### config.mk
export PLATFORM = sky130hd
export DESIGN_NAME = centered_window_average
export DESIGN_NICKNAME = d
export VERILOG_FILES = /design/src/rtl/core/cwa_pkg.sv /design/src/rtl/core/cwa_queue.sv /design/src/rtl/core/cwa_front.sv /design/src/rtl/core/cwa_back.sv /design/src/rtl/core/centered_window_average.sv
export VERILOG_INCLUDE_DIRS = /design/src /design/src/rtl/core
export SDC_FILE = /design/constraint.sdc
export NUM_CORES = 1
export LEC_CHECK = 0
export BUFFER_PORTS_ARGS = -buffer_cell sky130_fd_sc_hd__buf_4
export CAP_MARGIN = 20
export CORE_ASPECT_RATIO = 0.9
export CORE_UTILIZATION = 57
export DETAILED_ROUTE_END_ITERATION = 7
export PLACE_DENSITY = 0.8
export RECOVER_POWER = 50
export SLEW_MARGIN = 5
export SYNTH_ARGS = -nofsm -noshare
export SYNTH_HDL_FRONTEND = slang
export SYNTH_SLANG_ARGS = --single-unit
export TNS_END_PERCENT = 5
### constraint.sdc
create_clock -name clock -period 8.1 [get_ports clock]
set_clock_uncertainty 0.05 [all_clocks]
set_input_delay 1.62 -clock clock [delete_from_list [all_inputs] [get_ports clock]]
set_output_delay 1.62 -clock clock [all_outputs]
set_load 0.05 [all_outputs]
### src/rtl/core/centered_window_average_defines.svh
// assertion macros shared by the rtl files of the window average block
`ifndef CENTERED_WINDOW_AVERAGE_DEFINES_SVH
`define CENTERED_WINDOW_AVERAGE_DEFINES_SVH

// same-cycle implication, clocked on clock, off during reset
`define CWA_ASSERT_NOW(label, pre, post, msg) \
   label: assert property (@(posedge clock) disable iff (reset) (pre) |-> (post)) \
      else $error(msg);

// next-cycle implication, clocked on clock, off during reset
`define CWA_ASSERT_NEXT(label, pre, post, msg) \
   label: assert property (@(posedge clock) disable iff (reset) (pre) |=> (post)) \
      else $error(msg);

`endif

### src/rtl/core/cwa_pkg.sv
`default_nettype none

package cwa_pkg;

   // width of a similarity sample and of an average
   localparam int AVG_W = 16;

   // quotient bits resolved per divider cycle
   localparam int STEPS_PER_CYCLE = 4;
   localparam int DIV_CYCLES      = AVG_W / STEPS_PER_CYCLE;

   // entries of the job queue between front and back
   localparam int QUEUE_DEPTH = 2;

   typedef struct packed {
      logic [AVG_W-1:0] average;
      logic             end_of_run;
   } result_type;

endpackage

`default_nettype wire

### src/rtl/core/cwa_queue.sv
`default_nettype none
`include "centered_window_average_defines.svh"

module cwa_queue
   import cwa_pkg::*;
#(
   parameter int WIDTH = 8
) (
   input  wire logic             clock,
   input  wire logic             reset,
   input  wire logic             push,
   input  wire logic [WIDTH-1:0] push_data,
   output logic                  full,
   input  wire logic             pop,
   output logic [WIDTH-1:0]      pop_data,
   output logic                  empty
);

   localparam int PW = (QUEUE_DEPTH > 1) ? $clog2(QUEUE_DEPTH) : 1;
   localparam int CW = $clog2(QUEUE_DEPTH + 1);

   logic [WIDTH-1:0] mem_ff [QUEUE_DEPTH];
   logic [PW-1:0]    wr_ptr_ff, wr_ptr_in;
   logic [PW-1:0]    rd_ptr_ff, rd_ptr_in;
   logic [CW-1:0]    count_ff, count_in;
   logic             do_push, do_pop;

   assign full     = (count_ff == CW'(QUEUE_DEPTH));
   assign empty    = (count_ff == '0);
   assign do_push  = push && !full;
   assign do_pop   = pop && !empty;
   assign pop_data = mem_ff[rd_ptr_ff];

   always_comb begin
      wr_ptr_in = wr_ptr_ff;
      rd_ptr_in = rd_ptr_ff;
      count_in  = count_ff;
      if (do_push) begin
         wr_ptr_in = (wr_ptr_ff == PW'(QUEUE_DEPTH - 1)) ? '0 : wr_ptr_ff + PW'(1);
      end
      if (do_pop) begin
         rd_ptr_in = (rd_ptr_ff == PW'(QUEUE_DEPTH - 1)) ? '0 : rd_ptr_ff + PW'(1);
      end
      if (do_push && !do_pop) begin
         count_in = count_ff + CW'(1);
      end else if (do_pop && !do_push) begin
         count_in = count_ff - CW'(1);
      end
   end

   always_ff @(posedge clock) begin
      if (reset) begin
         wr_ptr_ff <= '0;
         rd_ptr_ff <= '0;
         count_ff  <= '0;
      end else begin
         wr_ptr_ff <= wr_ptr_in;
         rd_ptr_ff <= rd_ptr_in;
         count_ff  <= count_in;
      end
   end

   always_ff @(posedge clock) begin
      if (do_push) begin
         mem_ff[wr_ptr_ff] <= push_data;
      end
   end

   `CWA_ASSERT_NOW(a_queue_bound, 1'b1, count_ff <= CW'(QUEUE_DEPTH), "queue count overflow")
   `CWA_ASSERT_NEXT(a_queue_grow, do_push && !do_pop, count_ff == $past(count_ff) + CW'(1), "queue count missed a push")

endmodule

`default_nettype wire

### src/rtl/core/cwa_front.sv
`default_nettype none
`include "centered_window_average_defines.svh"

module cwa_front
   import cwa_pkg::*;
#(
   parameter int HALF_WINDOW = 5
) (
   input  wire logic                 clock,
   input  wire logic                 reset,
   input  wire logic                 req_push,
   input  wire logic [AVG_W-1:0]     req_similarity,
   input  wire logic                 req_missing,
   input  wire logic                 req_last_frame,
   output logic                      req_full,
   input  wire logic                 job_full,
   output logic                      job_push,
   output logic [AVG_W+$clog2(2*HALF_WINDOW+1)-1:0] job_sum,
   output logic [$clog2(2*HALF_WINDOW+2)-1:0]       job_count,
   output logic                      job_end
);

   localparam int WIN_LEN = 2 * HALF_WINDOW + 1;
   localparam int IW      = $clog2(WIN_LEN);
   localparam int LW      = IW + 1;
   localparam int CW      = $clog2(WIN_LEN + 1);
   localparam int TW      = AVG_W + IW;
   localparam int RW      = $clog2(HALF_WINDOW + 1);

   logic [AVG_W-1:0] line_ff [WIN_LEN];
   logic [AVG_W-1:0] line_in [WIN_LEN];
   logic [TW-1:0]    total_ff, total_in;
   logic [CW-1:0]    seen_ff, seen_in;
   logic             flushing_ff, flushing_in;
   logic [RW-1:0]    r_ff, r_in;
   logic [IW-1:0]    reach_ff, reach_in;
   logic [TW-1:0]    fsum_ff, fsum_in;

   logic [AVG_W-1:0] sample;
   logic [AVG_W-1:0] drop;
   logic             accept;
   logic [TW-1:0]    acc_total;
   logic [CW-1:0]    acc_seen;
   logic [IW-1:0]    acc_top;
   logic [LW-1:0]    limit;
   logic             trim;

   assign req_full = flushing_ff || job_full;

   always_comb begin
      sample    = req_missing ? '0 : req_similarity;
      accept    = req_push && !req_full;
      drop      = (seen_ff == CW'(WIN_LEN)) ? line_ff[WIN_LEN-1] : '0;
      acc_total = total_ff - TW'(drop) + TW'(sample);
      acc_seen  = (seen_ff == CW'(WIN_LEN)) ? seen_ff : seen_ff + CW'(1);
      acc_top   = IW'(acc_seen - CW'(1));
      limit     = LW'(r_ff) + LW'(HALF_WINDOW);
      trim      = {1'b0, reach_ff} > limit;

      line_in     = line_ff;
      total_in    = total_ff;
      seen_in     = seen_ff;
      flushing_in = flushing_ff;
      r_in        = r_ff;
      reach_in    = reach_ff;
      fsum_in     = fsum_ff;
      job_push    = 1'b0;
      job_sum     = acc_total;
      job_count   = acc_seen;
      job_end     = 1'b0;

      if (flushing_ff) begin
         // shrink the window from its far end, then issue one job per frame
         if (trim) begin
            fsum_in  = fsum_ff - TW'(line_ff[reach_ff]);
            reach_in = reach_ff - IW'(1);
         end else if (!job_full) begin
            job_push  = 1'b1;
            job_sum   = fsum_ff;
            job_count = CW'(reach_ff) + CW'(1);
            job_end   = (r_ff == '0);
            if (r_ff == '0) begin
               flushing_in = 1'b0;
               seen_in     = '0;
               total_in    = '0;
            end else begin
               r_in = r_ff - RW'(1);
            end
         end
      end else if (accept) begin
         for (int i = WIN_LEN - 1; i > 0; i--) begin
            line_in[i] = line_ff[i-1];
         end
         line_in[0] = sample;
         total_in   = acc_total;
         seen_in    = acc_seen;
         if (req_last_frame) begin
            flushing_in = 1'b1;
            fsum_in     = acc_total;
            reach_in    = acc_top;
            r_in        = (acc_top < IW'(HALF_WINDOW)) ? RW'(acc_top) : RW'(HALF_WINDOW);
         end else if (acc_seen >= CW'(HALF_WINDOW + 1)) begin
            job_push = 1'b1;
         end
      end
   end

   always_ff @(posedge clock) begin
      if (reset) begin
         total_ff    <= '0;
         seen_ff     <= '0;
         flushing_ff <= 1'b0;
      end else begin
         total_ff    <= total_in;
         seen_ff     <= seen_in;
         flushing_ff <= flushing_in;
      end
   end

   always_ff @(posedge clock) begin
      line_ff  <= line_in;
      r_ff     <= r_in;
      reach_ff <= reach_in;
      fsum_ff  <= fsum_in;
   end

   `CWA_ASSERT_NOW(a_seen_bound, 1'b1, seen_ff <= CW'(WIN_LEN), "frame count past window length")
   `CWA_ASSERT_NOW(a_reach_valid, flushing_ff, CW'(reach_ff) < seen_ff, "flush reaches an unseen frame")

endmodule

`default_nettype wire

### src/rtl/core/cwa_back.sv
`default_nettype none
`include "centered_window_average_defines.svh"

module cwa_back
   import cwa_pkg::*;
#(
   parameter int HALF_WINDOW = 5
) (
   input  wire logic                 clock,
   input  wire logic                 reset,
   input  wire logic                 job_empty,
   input  wire logic [AVG_W+$clog2(2*HALF_WINDOW+1)-1:0] job_sum,
   input  wire logic [$clog2(2*HALF_WINDOW+2)-1:0]       job_count,
   input  wire logic                 job_end,
   output logic                      job_pop,
   input  wire logic                 rsp_pop,
   output logic                      rsp_empty,
   output logic [AVG_W-1:0]          rsp_window_average,
   output logic                      rsp_end_of_run
);

   localparam int WIN_LEN = 2 * HALF_WINDOW + 1;
   localparam int IW      = $clog2(WIN_LEN);
   localparam int CW      = $clog2(WIN_LEN + 1);
   localparam int TW      = AVG_W + IW;
   localparam int SW      = (DIV_CYCLES > 1) ? $clog2(DIV_CYCLES) : 1;

   logic             busy_ff, busy_in;
   logic [SW-1:0]    step_ff, step_in;
   logic [CW-1:0]    rem_ff, rem_in;
   logic [AVG_W-1:0] quo_ff, quo_in;
   logic [CW-1:0]    div_ff, div_in;
   logic             end_ff, end_in;
   logic             res_valid_ff, res_valid_in;
   result_type       res_ff, res_in;

   logic [CW:0]      trial;
   logic [CW-1:0]    rem_v;
   logic [AVG_W-1:0] quo_v;
   logic             start, finishing, finish_ok, advance;

   assign rsp_empty          = !res_valid_ff;
   assign rsp_window_average = res_ff.average;
   assign rsp_end_of_run     = res_ff.end_of_run;
   assign job_pop            = start;

   always_comb begin
      // restoring division, a few quotient bits per cycle
      rem_v = rem_ff;
      quo_v = quo_ff;
      trial = '0;
      for (int k = 0; k < STEPS_PER_CYCLE; k++) begin
         trial = {rem_v, quo_v[AVG_W-1]};
         quo_v = {quo_v[AVG_W-2:0], 1'b0};
         if (trial >= {1'b0, div_ff}) begin
            trial    = trial - {1'b0, div_ff};
            quo_v[0] = 1'b1;
         end
         rem_v = trial[CW-1:0];
      end

      start     = !busy_ff && !job_empty;
      finishing = busy_ff && (step_ff == SW'(DIV_CYCLES - 1));
      finish_ok = finishing && (!res_valid_ff || rsp_pop);
      advance   = busy_ff && (!finishing || finish_ok);

      busy_in      = busy_ff;
      step_in      = step_ff;
      rem_in       = rem_ff;
      quo_in       = quo_ff;
      div_in       = div_ff;
      end_in       = end_ff;
      res_in       = res_ff;
      res_valid_in = res_valid_ff && !rsp_pop;

      if (start) begin
         busy_in = 1'b1;
         step_in = '0;
         rem_in  = CW'(job_sum[TW-1:AVG_W]);
         quo_in  = job_sum[AVG_W-1:0];
         div_in  = job_count;
         end_in  = job_end;
      end else if (advance) begin
         rem_in  = rem_v;
         quo_in  = quo_v;
         step_in = step_ff + SW'(1);
         if (finish_ok) begin
            busy_in            = 1'b0;
            res_valid_in       = 1'b1;
            res_in.average     = quo_v;
            res_in.end_of_run  = end_ff;
         end
      end
   end

   always_ff @(posedge clock) begin
      if (reset) begin
         busy_ff      <= 1'b0;
         res_valid_ff <= 1'b0;
      end else begin
         busy_ff      <= busy_in;
         res_valid_ff <= res_valid_in;
      end
   end

   always_ff @(posedge clock) begin
      step_ff <= step_in;
      rem_ff  <= rem_in;
      quo_ff  <= quo_in;
      div_ff  <= div_in;
      end_ff  <= end_in;
      res_ff  <= res_in;
   end

   `CWA_ASSERT_NOW(a_div_nonzero, busy_ff, div_ff != '0, "divide by zero frames")
   `CWA_ASSERT_NOW(a_rem_below, busy_ff, rem_ff < div_ff, "partial remainder not below divisor")

endmodule

`default_nettype wire

### src/rtl/core/centered_window_average.sv
// centered window average: each result goes from the job queue through the divider load
// and the divider steps into the result register; the divider takes no new job until it
// has put its last result into the result register
// a last frame adds window trims from the far end and up to HALF_WINDOW+1 results
// reset: synchronous, active high; clears counts, flags and queue, no clearing pass
`default_nettype none

module centered_window_average
   import cwa_pkg::*;
#(
   parameter int HALF_WINDOW = 5
) (
   input  wire logic             clock,
   input  wire logic             reset,
   input  wire logic             req_push,
   input  wire logic [AVG_W-1:0] req_similarity,
   input  wire logic             req_missing,
   input  wire logic             req_last_frame,
   output logic                  req_full,
   input  wire logic             rsp_pop,
   output logic                  rsp_empty,
   output logic [AVG_W-1:0]      rsp_window_average,
   output logic                  rsp_end_of_run
);

   localparam int WIN_LEN = 2 * HALF_WINDOW + 1;
   localparam int IW      = $clog2(WIN_LEN);
   localparam int CW      = $clog2(WIN_LEN + 1);
   localparam int TW      = AVG_W + IW;
   localparam int JW      = TW + CW + 1;

   // job from front to back: window sum, frame count in the window, end of run
   logic          front_push;
   logic [TW-1:0] front_sum;
   logic [CW-1:0] front_count;
   logic          front_end;
   logic          queue_full;
   logic          queue_empty;
   logic          back_pop;
   logic [JW-1:0] queue_out;

   // front: keeps the sample line and running sum, issues one job per result
   cwa_front #(
      .HALF_WINDOW(HALF_WINDOW)
   ) u_front (
      .clock          (clock),
      .reset          (reset),
      .req_push       (req_push),
      .req_similarity (req_similarity),
      .req_missing    (req_missing),
      .req_last_frame (req_last_frame),
      .req_full       (req_full),
      .job_full       (queue_full),
      .job_push       (front_push),
      .job_sum        (front_sum),
      .job_count      (front_count),
      .job_end        (front_end)
   );

   // short job queue so trimming and dividing overlap
   cwa_queue #(
      .WIDTH(JW)
   ) u_queue (
      .clock     (clock),
      .reset     (reset),
      .push      (front_push),
      .push_data ({front_sum, front_count, front_end}),
      .full      (queue_full),
      .pop       (back_pop),
      .pop_data  (queue_out),
      .empty     (queue_empty)
   );

   // back: divides sum by count and holds the result until its transfer
   cwa_back #(
      .HALF_WINDOW(HALF_WINDOW)
   ) u_back (
      .clock              (clock),
      .reset              (reset),
      .job_empty          (queue_empty),
      .job_sum            (queue_out[JW-1:CW+1]),
      .job_count          (queue_out[CW:1]),
      .job_end            (queue_out[0]),
      .job_pop            (back_pop),
      .rsp_pop            (rsp_pop),
      .rsp_empty          (rsp_empty),
      .rsp_window_average (rsp_window_average),
      .rsp_end_of_run     (rsp_end_of_run)
   );

endmodule

`default_nettype wire

* Word-level counts from Yosys, hierarchy flattened
Memory sizes are Yosys's and may differ from the RTL's. A register that Yosys moved wholly into a read port is not among the register bits.
Cells that the tools add are included.
** Word-level totals
- Register bits :: 278
- Bits in writable memories :: 50
- Output and inout bits :: 19
- Logic and storage cells :: 180
- Memories kept :: 1
** Memory list
- u_queue.mem_ff :: depth 2, width 25, rd ports 1, clocked after Yosys merged registers in 1, write ports 1, RTL line cwa_queue.sv:22 : logic [WIDTH-1:0] mem_ff [QUEUE_DEPTH];
** Operators by class
- Add/sub/neg operators :: 18
- $lt $le $gt $ge :: 8
- Equal/unequal tests :: 8
- Muxes and demuxes :: 78
- Bitwise logic cells :: 3
- Reduce and logical (&&, ||, !) cells :: 35
** Operators with widths (count)
- two-way mux 20 bit :: 12
- two-way mux 16 bit :: 6
- two-way mux 4 bit :: 19
- binary-select mux 16 bit (select 4 bit) :: 1
- subtractor 20 x 16 -> 20 bit :: 2
- two-way mux 1 bit :: 31
- two-way mux 3 bit :: 7
- adder 20 x 16 -> 20 bit :: 1
- greater-or-equal comparator 5 x 4 -> 1 bit :: 4
- subtractor 4 bit :: 4
- logical AND 1 bit :: 10
- inequality test 2 bit, second input constant :: 5
- nonzero test 2 bit :: 5
- zero test 1 bit :: 9
- adder 4 x 1 -> 4 bit, second input constant :: 2
- subtractor 4 x 1 -> 4 bit, second input constant :: 2
- AND reduction 3 bit :: 2
- greater-or-equal comparator 5 bit, second input constant :: 1
- > comparator 4 x 5 -> 1 bit :: 1
- NOT 4 -> 5 bit :: 1
- AND reduction 5 bit :: 1
- adder 2 x 1 -> 2 bit, second input constant :: 2
- adder 3 x 3 -> 4 bit, second input constant :: 1
- equality test 2 bit, second input constant :: 2
- 13 further kinds :: 19

* Longest topological paths before layout
- Word-level depth :: 12
- Gate-level depth with buffers :: 27

* By module
A second synthesis with hierarchy kept.
** Second synthesis, totals
- Cells, all modules :: 1328
- Area, all modules :: 16666.0 um^2
** Modules (own cells, without submodules)
- cwa_front :: times used 1, cells an instance 994, area an instance 12074.1 um^2
- cwa_back :: times used 1, cells an instance 231, area an instance 2571.2 um^2
- cwa_queue :: times used 1, cells an instance 103, area an instance 2020.7 um^2

* Least setup slack after synthesis
OpenSTA, ideal clock, no wires.
- Path type :: input to register
- Start point :: input req_push
- End point :: register u_front.total_ff[10]
- Data arrival time :: 7703 ps
- Data required time :: 7961 ps
- Setup slack :: 258 ps
- Stages :: 6
- Path buffers :: 2
- Cell sequence :: nand2_1 inv_1 clkbuf_1 clkbuf_1 a22oi_1 nor2_1
** On the way
- Cells in the longest elaborated chain, start to end :: 3
** RTL lines
- from (decl) :: RTL line centered_window_average.sv:15 : input wire logic req_push,
- logical AND 1 bit :: RTL line cwa_front.sv:52 : accept = req_push && !req_full;
- nonzero test 2 bit (no line)
- AND reduction 4 bit (no line)
- to (signal assigned) :: RTL line cwa_front.sv:114 : total_ff <= total_in;
- to (decl) :: RTL line cwa_front.sv:32 : logic [TW-1:0] total_ff, total_in;
No other way between the ends.
A chain may end at the register's enable or synchronous reset.

* Final worst setup path
- Start point :: register u_back.div_ff[1]
- End point :: register u_back.rem_ff[1] (data pin)
** On the way
- Cells in the longest elaborated chain, start to end :: 10
** RTL lines
- from (decl) :: RTL line cwa_back.sv:32 : logic [CW-1:0] div_ff, div_in;
- from (signal assigned) :: RTL line cwa_back.sv:110 : div_ff <= div_in;
- subtractor 4 bit or greater-or-equal comparator 5 x 4 -> 1 bit (tied branches) :: RTL line cwa_back.sv:56, cwa_back.sv:55
- two-way mux 4 bit :: RTL line cwa_back.sv:55 : if (trial >= {1'b0, div_ff}) begin
- subtractor 4 bit or greater-or-equal comparator 5 x 4 -> 1 bit (tied branches) :: RTL line cwa_back.sv:56, cwa_back.sv:55
- two-way mux 4 bit :: RTL line cwa_back.sv:55
- greater-or-equal comparator 5 x 4 -> 1 bit or subtractor 4 bit (tied branches) :: RTL line cwa_back.sv:55, cwa_back.sv:56
- two-way mux 4 bit :: RTL line cwa_back.sv:55
- subtractor 4 bit or greater-or-equal comparator 5 x 4 -> 1 bit (tied branches) :: RTL line cwa_back.sv:56, cwa_back.sv:55
- two-way mux 4 bit (*) :: RTL line cwa_back.sv:55
- two-way mux 4 bit (*) :: RTL line cwa_back.sv:83 : end else if (advance) begin
- two-way mux 4 bit (*) :: RTL line cwa_back.sv:76 : if (start) begin
- net u_back.rem_in[1] :: RTL line cwa_back.sv:30 : logic [CW-1:0] rem_ff, rem_in;
- to (signal assigned) :: RTL line cwa_back.sv:108 : rem_ff <= rem_in;
- to (decl) :: RTL line cwa_back.sv:30
Mark *: on every way through the listed nets, which the timed path passes. The rest lies on a longest branch. The select of a mux whose other input is x is not followed.

==> impl_metrics.csv <==
group,metric,value,unit
run_status,status,"finished, violations left",
run_status,failed_checks,"capacitance limit, slew limit",
synthesis,yosys_warnings,0,
sta,post-route-worst-setup-slack,0.646,ns
sta,worst_rel_slew_slack,-207,%
worst_hold_path,hold_class,"reg -> reg",
clock_network,ctsResizeCount,0,
synthesis,asyncSetResetFlopFracSynth,0,%
critical_path,rrSetupSlack,0.65,ns
final_layout,final_layout_size_suffix_gt1_share,11.3,%
synthesis,share_of_synthesized_cell_area_in_and_or_nand_and_nor_gates,9.18,%
final_layout,antenna-diode-count,0,
critical_path,timing.critical_path.slowest_cell_delay,0.46,ns
synthesis,synth_xor_xnor_area_share,2.71,%
synthesis,synthesis.area,16300,µm²
clock_network,cts_buffer_depth,3,
die,row_count,58,
routing,route.detailed.wl_per_inst,18.8,µm
die,area_of_the_core_region,28100,µm²
routing,drt_pre_antenna_iters,5,
final_layout,flow.area_growth_from_synthesis,10.8,%
sta,grt_setup_unrepaired,"no",
die,die_height,163,µm
synthesis,synth.net_count,1392,
routing,antenna_violating_nets_remaining,0,
clock_network,clockRootBuffer,"sky130_fd_sc_hd__clkbuf_16",
placed_design,preCtsSetupSlack,0.811,ns
clock_network,clk-insertion-delay-late,0.50,ns
sta,slew_violations,241,
critical_path,crit_arrival,7.54,ns
clock_network,worst_setup_hold_path_clk_slew,0.06,ns
placed_design,finalWeightedCongestion,0.896,
die,dieWidth,180,µm
clock_network,h-tree-depth,2,
die,design.die.area,29300,µm²
critical_path,critical_path.max_fanout,7,
critical_path,cp-start-kind,"register",
routing,vias_per_cell,5.88,
routing,drt-total-wl,32200,µm
critical_path,cp_common_cell,"sky130_fd_sc_hd__ha_1",
die,effective_utilization_at_floorplan,58.2,%
clock_network,total_number_of_clock_tree_sinks,329,
synthesis,synth-compound-area-share,9.27,%
synthesis,synth-edff-count,295,
clock_network,number_of_setup_buffers_added_after_cts,0,
routing,vias,10062,
critical_path,path_buf_inv,2,
final_layout,layout.cells.most_common_list,"sky130_fd_sc_hd__edfxtp_1 (295), sky130_fd_sc_hd__nand2_1 (108), sky130_fd_sc_hd__inv_1 (106)",
placed_design,placement.io_buffers,40,
die,pin_count,41,
synthesis,synth_top_family_by_area,"compound AO/OA/AOI/OAI gates",
synthesis,syn-mean-instance-area,12.7,µm²
sta,worstMarginPinSlew,4.60,ns
clock_network,tritoncts.num_buffers,34,
critical_path,cp.required,8.18,ns
synthesis,syn_inst,1282,
clock_network,cts_tree,"done",
critical_path,worstSetupPathType,"reg -> reg",
sta,fmax,134,MHz
routing,post-route-drc-count,0,
critical_path,crit_path_top_delay_cell,"sky130_fd_sc_hd__edfxtp_1",
synthesis,post_synth_num_cell_types,73,
grt,gr-usage-all-layers,22.4,%
synthesis,yosys_register_bits,329,
synthesis,synth_top_flop_cell,"sky130_fd_sc_hd__edfxtp_1",
clock_network,cts.hold.buffers_added,0,
final_layout,final_net_count,1436,
routing,dr.first_iter.drc_count,827,
sta,final.period_utilization,92.0,%
grt,initial_antenna_violation_count,0,
grt,grt_max_degree,124,
grt,grt_pass1_wl,51600,µm
sta,holdWs,0.375,ns
grt,globalRoute.totalOverflow,0,
placed_design,hpwl,21300,µm
sta,setup_total_negative_slack,0,ns
sta,finalWorstPathRequiredPeriod,7.45,ns
critical_path,delay_heaviest_family_cp,"compound AO/OA/AOI/OAI gates",
synthesis,post_synth_fa_ha_maj_area_fraction,7.71,%
sta,final-setup-viol-count,0,
sta,finalHoldViolCount,0,
grt,grt_pass1_vias,9980,
synthesis,post_synth_mux_area_share,9.15,%
job,cap_violations,4,
synthesis,synth-seq-area-share,58.4,%
critical_path,end_kind,"register",
final_layout,most_frequent_standard_cell_in_the_layout_excluding_fill_and_tap_cells,"sky130_fd_sc_hd__edfxtp_1",
[metrics by stage]
stage          area (µm²)  utilization (%)  instances
3_5_place_dp        17000             60.7       1649
5_1_grt             18100             64.5       1711
6_report            18100             64.5       1711
2_1_floorplan       16300                -       1282
3_3_place_gp        17000             60.7       1649
4_1_cts             18200             64.7       1710
[worst reg2reg max path, cell delays in order (launching register included)]
cell	delay, ns
sky130_fd_sc_hd__edfxtp_1	0.46
sky130_fd_sc_hd__inv_1	0.31
sky130_fd_sc_hd__ha_1	0.31
sky130_fd_sc_hd__nor2b_1	0.16
sky130_fd_sc_hd__o31a_1	0.28
sky130_fd_sc_hd__nor2_1	0.29
sky130_fd_sc_hd__mux2_2	0.42
sky130_fd_sc_hd__inv_1	0.08
sky130_fd_sc_hd__ha_1	0.23
sky130_fd_sc_hd__a21oi_1	0.13
sky130_fd_sc_hd__o21ai_0	0.15
sky130_fd_sc_hd__a221oi_4	0.42
sky130_fd_sc_hd__mux2_2	0.42
sky130_fd_sc_hd__ha_1	0.32
sky130_fd_sc_hd__a21oi_1	0.14
sky130_fd_sc_hd__o21a_1	0.16
sky130_fd_sc_hd__o21ai_0	0.18
sky130_fd_sc_hd__mux2i_1	0.37
sky130_fd_sc_hd__mux2i_1	0.42
sky130_fd_sc_hd__ha_1	0.32
sky130_fd_sc_hd__a21o_1	0.16
sky130_fd_sc_hd__a21o_1	0.20
sky130_fd_sc_hd__a31o_2	0.22
sky130_fd_sc_hd__a21oi_1	0.45
sky130_fd_sc_hd__and2_4	0.29
sky130_fd_sc_hd__o221ai_1	0.14
[state kept, by name (all words and copies together), names as in the netlist, 3 cells and up, named ones only]
name and cells:
u_back.rsp_window_average 16, u_front.seen_ff 4, u_front.line_ff 176, u_back.quo_ff 16, u_back.rem_ff 4, u_front.r_ff 3
u_queue.mem_ff 50, u_front.total_ff 20, u_back.div_ff 4, u_front.reach_ff 4, u_front.fsum_ff 20
[area by class of cell]
class	count	area (µm²)
clock buffers	49	1020
clock inverters	12	123
fillers	2030	9980
inverters	108	405
multi-input cells	797	6220
flip-flops and latches	329	9540
well taps	360	450
repair buffers	56	345
[worst paths after layout]
kind / from / to / depth (start not counted)
setup / recovery: u_back.div_ff[1] / u_back.rem_ff[1] / 25
hold / removal: u_back.end_ff / u_back.rsp_end_of_run / 0
setup reg to reg: u_back.div_ff[1] / u_back.rem_ff[1] / 25
hold reg to reg: u_back.end_ff / u_back.rsp_end_of_run / 0
[Yosys cell counts, drive strengths merged, types with 3 or more instances]
| master | instances | share of area [%] |
|---|---|---|
| buf | 11 | 0.27 |
| nor3 | 14 | 0.43 |
| edfxtp | 295 | 54 |
| or3 | 6 | 0.23 |
| o31ai | 3 | 0.14 |
| a21o | 13 | 0.60 |
| mux2 | 17 | 1.2 |
| xnor2 | 32 | 1.7 |
| nor2 | 72 | 1.7 |
| a22oi | 19 | 0.87 |
| a21oi | 73 | 2.2 |
| and3 | 9 | 0.34 |
| nand3 | 13 | 0.40 |
| nand3b | 3 | 0.14 |
| nand2 | 108 | 2.5 |
| and2 | 19 | 0.74 |
| mux2i | 60 | 3.7 |
| fa | 21 | 2.6 |
| nand4 | 4 | 0.15 |
| inv | 107 | 2.5 |
| a31oi | 3 | 0.11 |
| clkbuf | 37 | 0.85 |
| nor2b | 22 | 0.89 |
| dfxtp | 34 | 4.2 |
| mux4 | 31 | 4.3 |
| a211oi | 13 | 0.63 |
| nand2b | 27 | 1.0 |
| ha | 67 | 5.1 |
| o21a | 11 | 0.51 |
| or2 | 6 | 0.23 |
| xor2 | 16 | 0.86 |
| o211ai | 5 | 0.23 |
| o21ai | 70 | 2.2 |
[layer usage]
metal  global-route usage, %  wire length, µm  up-vias  share of wire, %
li1                        -                -     4762                 -
met1                    30.3            14200     4921                44
met2                    37.7            15400      317                48
met3                    3.47             1810       62               5.6
met4                    6.88              768        0               2.4
met5                       0                0        -                 0
[cell families after synthesis]
group / after synthesis
flip-flops: 329
XOR/XNOR: 49
multiplexers: 108
AO/OA/AOI/OAI: 240
adder cells (fa/ha/maj): 88
AND/OR/NAND/NOR: 312
buffers and inverters: 156
Power is left out: the tool's default activity adds up to more than one toggle a clock period on the data nets, which glitch-free logic cannot reach.
